### src/rtl/segment_pair_intersection_assert.svh
// Assertion macros for the segment pair intersection top level.
`ifndef SEGMENT_PAIR_INTERSECTION_ASSERT_SVH
`define SEGMENT_PAIR_INTERSECTION_ASSERT_SVH

// Check an implication property on every clock edge outside reset.
`define SPI_ASSERT(lbl, prop) \
    lbl: assert property (@(posedge clk) disable iff (!rst_n) prop) \
        else $error("segment pair intersection check failed");

// Check that a condition never holds outside reset.
`define SPI_NEVER(lbl, cond) \
    lbl: assert property (@(posedge clk) disable iff (!rst_n) !(cond)) \
        else $error("segment pair intersection forbidden condition seen");

`endif

### src/rtl/spi_pkg.sv
// Package with widths, types and status codes of the segment pair intersection block.
`default_nettype none
package spi_pkg;
    localparam int CW  = 16;
    localparam int FB  = 8;
    localparam int OW  = 24;
    localparam int DW  = CW + 1;
    localparam int PW  = 2 * DW + 1;
    localparam int KW  = 2 * CW + 1;
    localparam int MW  = CW;
    localparam int NW  = KW + MW;
    localparam int QW  = CW + FB;
    localparam int RW  = KW + 1;
    localparam int SL  = (KW + 1) / 2;
    localparam int SW  = ((QW > OW) ? QW : OW) + 2;
    localparam int LAT = 7 + QW;

    typedef logic signed [CW-1:0]   coord_t;
    typedef logic signed [DW-1:0]   diff_t;
    typedef logic signed [DW:0]     lin_t;
    typedef logic signed [2*DW-1:0] prod_t;
    typedef logic signed [PW-1:0]   cross_t;
    typedef logic [KW-1:0]          kmag_t;
    typedef logic [MW-1:0]          dmag_t;
    typedef logic [NW-1:0]          num_t;
    typedef logic [QW-1:0]          quo_t;
    typedef logic [RW-1:0]          rem_t;
    typedef logic signed [SW-1:0]   off_t;
    typedef logic signed [OW-1:0]   ocoord_t;
    typedef logic [2:0]             status_t;

    localparam status_t ST_DISJOINT     = 3'd0;
    localparam status_t ST_INTERSECTING = 3'd1;
    localparam status_t ST_PARALLEL     = 3'd2;
    localparam status_t ST_OVERLAPPING  = 3'd3;
    localparam status_t ST_DEGENERATE   = 3'd4;

    typedef struct packed {
        status_t status;
        coord_t  px;
        coord_t  py;
        logic    negx;
        logic    negy;
    } spi_tag_t;

    typedef struct packed {
        spi_tag_t tag;
        kmag_t    snmag;
        kmag_t    kmag;
        dmag_t    dxmag;
        dmag_t    dymag;
    } spi_op_t;

    typedef struct packed {
        spi_tag_t tag;
        num_t     nx;
        num_t     ny;
        kmag_t    kmag;
    } spi_num_t;

    typedef struct packed {
        spi_tag_t tag;
        quo_t     qx;
        quo_t     qy;
        logic     rx_nz;
        logic     ry_nz;
    } spi_quo_t;
endpackage
`default_nettype wire

### src/rtl/spi_mul.sv
// Two-stage split multiplier forming the division numerators.
`default_nettype none
module spi_mul (
    input  logic              clk,
    input  logic              rst_n,
    input  logic              in_valid,
    input  spi_pkg::spi_op_t  op,
    output logic              out_valid,
    output spi_pkg::spi_num_t num
);
    import spi_pkg::*;

    logic      a_valid_reg, b_valid_reg;
    logic [SL+MW-1:0]      plo_x_reg, plo_y_reg;
    logic [KW-SL+MW-1:0]   phi_x_reg, phi_y_reg;
    spi_tag_t  tag_a_reg;
    kmag_t     k_a_reg;
    spi_num_t  num_reg;

    always_ff @(posedge clk or negedge rst_n)
    begin
        if (!rst_n)
        begin
            a_valid_reg <= 1'b0;
            b_valid_reg <= 1'b0;
        end
        else
        begin
            a_valid_reg <= in_valid;
            b_valid_reg <= a_valid_reg;
        end
    end

    always_ff @(posedge clk)
    begin
        plo_x_reg <= (SL+MW)'(op.snmag[SL-1:0]) * (SL+MW)'(op.dxmag);
        plo_y_reg <= (SL+MW)'(op.snmag[SL-1:0]) * (SL+MW)'(op.dymag);
        phi_x_reg <= (KW-SL+MW)'(op.snmag[KW-1:SL]) * (KW-SL+MW)'(op.dxmag);
        phi_y_reg <= (KW-SL+MW)'(op.snmag[KW-1:SL]) * (KW-SL+MW)'(op.dymag);
        tag_a_reg <= op.tag;
        k_a_reg   <= op.kmag;

        num_reg.tag  <= tag_a_reg;
        num_reg.kmag <= k_a_reg;
        num_reg.nx   <= (num_t'(phi_x_reg) << SL) + num_t'(plo_x_reg);
        num_reg.ny   <= (num_t'(phi_y_reg) << SL) + num_t'(plo_y_reg);
    end

    assign out_valid = b_valid_reg;
    assign num       = num_reg;
endmodule
`default_nettype wire

### config.mk
export PLATFORM = sky130hd
export DESIGN_NAME = spi_mul
export DESIGN_NICKNAME = d
export VERILOG_FILES = /design/src/rtl/segment_pair_intersection_assert.svh /design/src/rtl/spi_pkg.sv /design/src/rtl/spi_mul.sv
export SDC_FILE = /design/constraint.sdc
export NUM_CORES = 2
export LEC_CHECK = 0
export BUFFER_PORTS_ARGS = -buffer_cell sky130_fd_sc_hd__buf_2
export CAP_MARGIN = 20
export CORE_MARGIN = 1
export CORE_UTILIZATION = 49
export CTS_CLUSTER_DIAMETER = 150
export CTS_CLUSTER_SIZE = 24
export DETAILED_ROUTE_END_ITERATION = 8
export GPL_ROUTABILITY_DRIVEN = 0
export PLACE_DENSITY_LB_ADDON = 0.25
export SLEW_MARGIN = 15
export SYNTH_ARGS = -nofsm -noshare
export SYNTH_HDL_FRONTEND = slang
export SYNTH_SLANG_ARGS = --single-unit
### constraint.sdc
create_clock -name clk -period 5.2 [get_ports clk]
set_clock_uncertainty 0.05 [all_clocks]
set_input_delay 1.04 -clock clk [delete_from_list [all_inputs] [get_ports clk]]
set_output_delay 1.04 -clock clk [all_outputs]
set_load 0.02 [all_outputs]
==> metrics.csv <==
stage,metric,value,unit
sta,Least-Margin Pin Slew,0.761,ns
route,final wirelength,122000,um
hold_path,HP Class,in -> async,
finish,"commonest non-fill, non-tap cell in the layout",inv_1,
place,worst slack at placement,-1.89,ns
sta,Final Critical Period,6.07,ns
sta,PnR worst setup slack,-0.870,ns
place,port bufs,306,
yosys,"EDFF count, synth",0,
clock_tree,Clock transition at path regs,0.09,ns
yosys,Netlist cell types,67,
yosys,Synth Warn #,0,
yosys,Post-Synth Adder-Cell Area,49.3,%
worst_setup_path,Startpoint Class,input port,
yosys,sequential-to-total area share from yosys stat,16.8,%
floorplanning,row cnt,109,
route,drt initial violations,2200,
place,Detailed Place HPWL,96300,um
clock_tree,Sink Count,370,
worst_setup_path,CP Capture Type,flip-flop,
global_route,total track usage,26.8,%
finish,"commonest non-fill, non-tap cells in the layout","inv_1, fa_1, nand2_1",
yosys,Mapped Nets,6073,
global_route,first-pass GRT wire length,193000,um
clock_tree,H-tree level count,1,
global_route,grt ovf,0,
sta,Max Clk Rate,165,MHz
worst_setup_path,Worst Path Max Fanout,7,
worst_setup_path,critical path required time,5.63,ns
worst_setup_path,Register-to-Register Path Depth,12,
yosys,synthesized flop and latch total,370,
sta,final number of setup-violating endpoints,81,
route,drt first pass iters,5,
finish,layout cells sized above 1,28.9,%
clock_tree,CTS buffer count,20,
clock_tree,"Clk Latency, worst-skew pair",0.57,ns
job,Max Cap Viol,0,
clock_tree,Clock Tree Buf Depth,3,
outcome,status,"finished, violations left",
route,Detail Route Antenna Nets,0,
yosys,compound-cell area share of the yosys netlist,5.72,%
worst_setup_path,Arrival @ worst endpoint,6.50,ns
yosys,syn_area_per_cell,9.44,um^2
floorplanning,Die X,302,um
worst_setup_path,CP startpoint,op[4],
yosys,Synth Area in Simple Gates,15.3,%
clock_tree,TritonCTS clock tree,yes,
sta,setup TNS,-43.70,ns
route,Avg WL per Cell,18.1,um
floorplanning,Die H,302,um
global_route,largest net degree at the start of global routing,26,
yosys,asr flop ratio synth,0.541,%
floorplanning,# IOs,307,
yosys,cell area after synthesis,44200,um^2
finish,Layout fillers,6851,
yosys,largest family of logic cells by synthesized area,adder cells,
outcome,failing checks,negative setup slack,
finish,Final nets,6965,
worst_setup_path,critical path type,in -> reg,
floorplanning,Initial Util,49.8,%
sta,Final Max Slew Viols,0,
worst_setup_path,Worst R2R Start,plo_y_reg[17],
sta,Final Hold Fails,0,
global_route,vias in the first global route,36927,
yosys,Synth Instances,4679,
route,vias per cell,5.14,
route,vias,34656,
route,DRC Markers,0,
yosys,Post-synth top flop,dfxtp_1,
sta,slew margin rel.,49.3,%
finish,area grow syn2layout,30.3,%
yosys,proportion of synthesized area in mux cells,0.0680,%
floorplanning,die area,91400,um^2
finish,max FFs per register,168,
yosys,Synth Area in XOR/XNOR,3.31,%
sta,final worst-path cycle share,117,%
floorplanning,CORE AREA,88800,um^2
global_route,initial antenna violation count,3,
sta,unrepaired setup endpoints after global routing,true,
clock_tree,Clock Root Buffer,clkbuf_16,
[cell type report]
cell class | instances | area, um^2 | area share (%)
Clock inverter | 3 | 43.8 | 0.0761
Inverter | 905 | 3400 | 5.90
Multi-Input combinational cell | 3192 | 35000 | 60.8
Antenna cell | 1 | 2.50 | 0.00435
Tap cell | 1165 | 1460 | 2.53
Timing Repair Buffer | 1082 | 9720 | 16.9
Sequential cell | 370 | 7420 | 12.9
Clock buffer | 22 | 529 | 0.920
[routing by layer]
metal | share of wire (%) | vias to the layer above | GRT usage (%) | routed length, um
li1 | - | 15883 | - | -
met1 | 41 | 17276 | 34.9 | 50200
met2 | 47 | 1253 | 44.7 | 57500
met3 | 8.4 | 244 | 5.64 | 10200
met4 | 3.3 | 0 | 8.26 | 3970
met5 | 0 | - | 0 | 0
[kinds of logic (layout without fill, tap and decap cells)]
group / Yosys count / count (layout)
simple gates: 1377 / 1377
fa+ha+maj: 1256 / 1256
buf+inv: 1117 / 2012
compound gates: 389 / 389
flops: 370 / 370
xor+xnor: 167 / 167
mux: 3 / 3
other cells: 0 / 1
[synthesized netlist by cell type (all sizes together) (21+ instances only)]
cell type | instances | share of area, %
xor2 | 55 | 1.1
a21oi | 133 | 1.5
fa | 806 | 37
clkbuf | 211 | 1.8
xnor2 | 112 | 2.2
nand3 | 42 | 0.48
and2 | 511 | 7.2
o21a | 21 | 0.36
a21o | 76 | 1.3
nand2 | 647 | 5.5
ha | 450 | 13
nor2 | 71 | 0.60
o21ai | 66 | 0.76
inv | 905 | 7.7
dfxtp | 368 | 17
[path summary, 6_finish.rpt]
check | end | slack, ns
max | phi_y_reg[30] | -0.87
min in group clk | num[97] | 0.25
max in group asynchronous | out_valid | 4.83
min reg2reg | num[97] | 0.25
min | a_valid_reg | 0.18
max reg2reg | num[80] | 1.96
[repair_timing]
action	4_1_cts	5_1_grt
gates resized for setup	546	260
setup buffers	129	77
pin swaps	279	248
endpoints found under the hold margin	0	0
setup endpoints to repair	84	83
gates cloned	10	5
hold buffers	0	0
[per-stage QoR]
step | utilization (%) | area [um^2] | instances | hold slack [ns]
floorplan | - | 45800 | 4679 | 0.260
global placement | 58.6 | 52000 | 6517 | 0.259
detailed placement | 58.6 | 52000 | 6517 | 0.262
CTS | 63.1 | 56000 | 6670 | 0.131
global route | 64.8 | 57500 | 6739 | 0.140
finish | 64.8 | 57600 | 6740 | 0.175
[critical path: stages]
cell	delay, ns
buf_16	0.13
buf_8	0.14
and2_4	0.14
fa_1	0.56
inv_2	0.05
fa_1	0.50
fa_2	0.57
inv_2	0.04
fa_2	0.47
fa_1	0.49
inv_1	0.05
fa_1	0.49
inv_2	0.05
ha_4	0.27
and3_4	0.18
and3_4	0.22
buf_6	0.12
buf_6	0.10
nor2_4	0.04
nor3_4	0.15
buf_6	0.15
o221ai_4	0.13
buf_6	0.15
o311ai_4	0.26
Power is not shown: default switching activity piles up to over one toggle a cycle in this logic, so the estimate is an artifact.
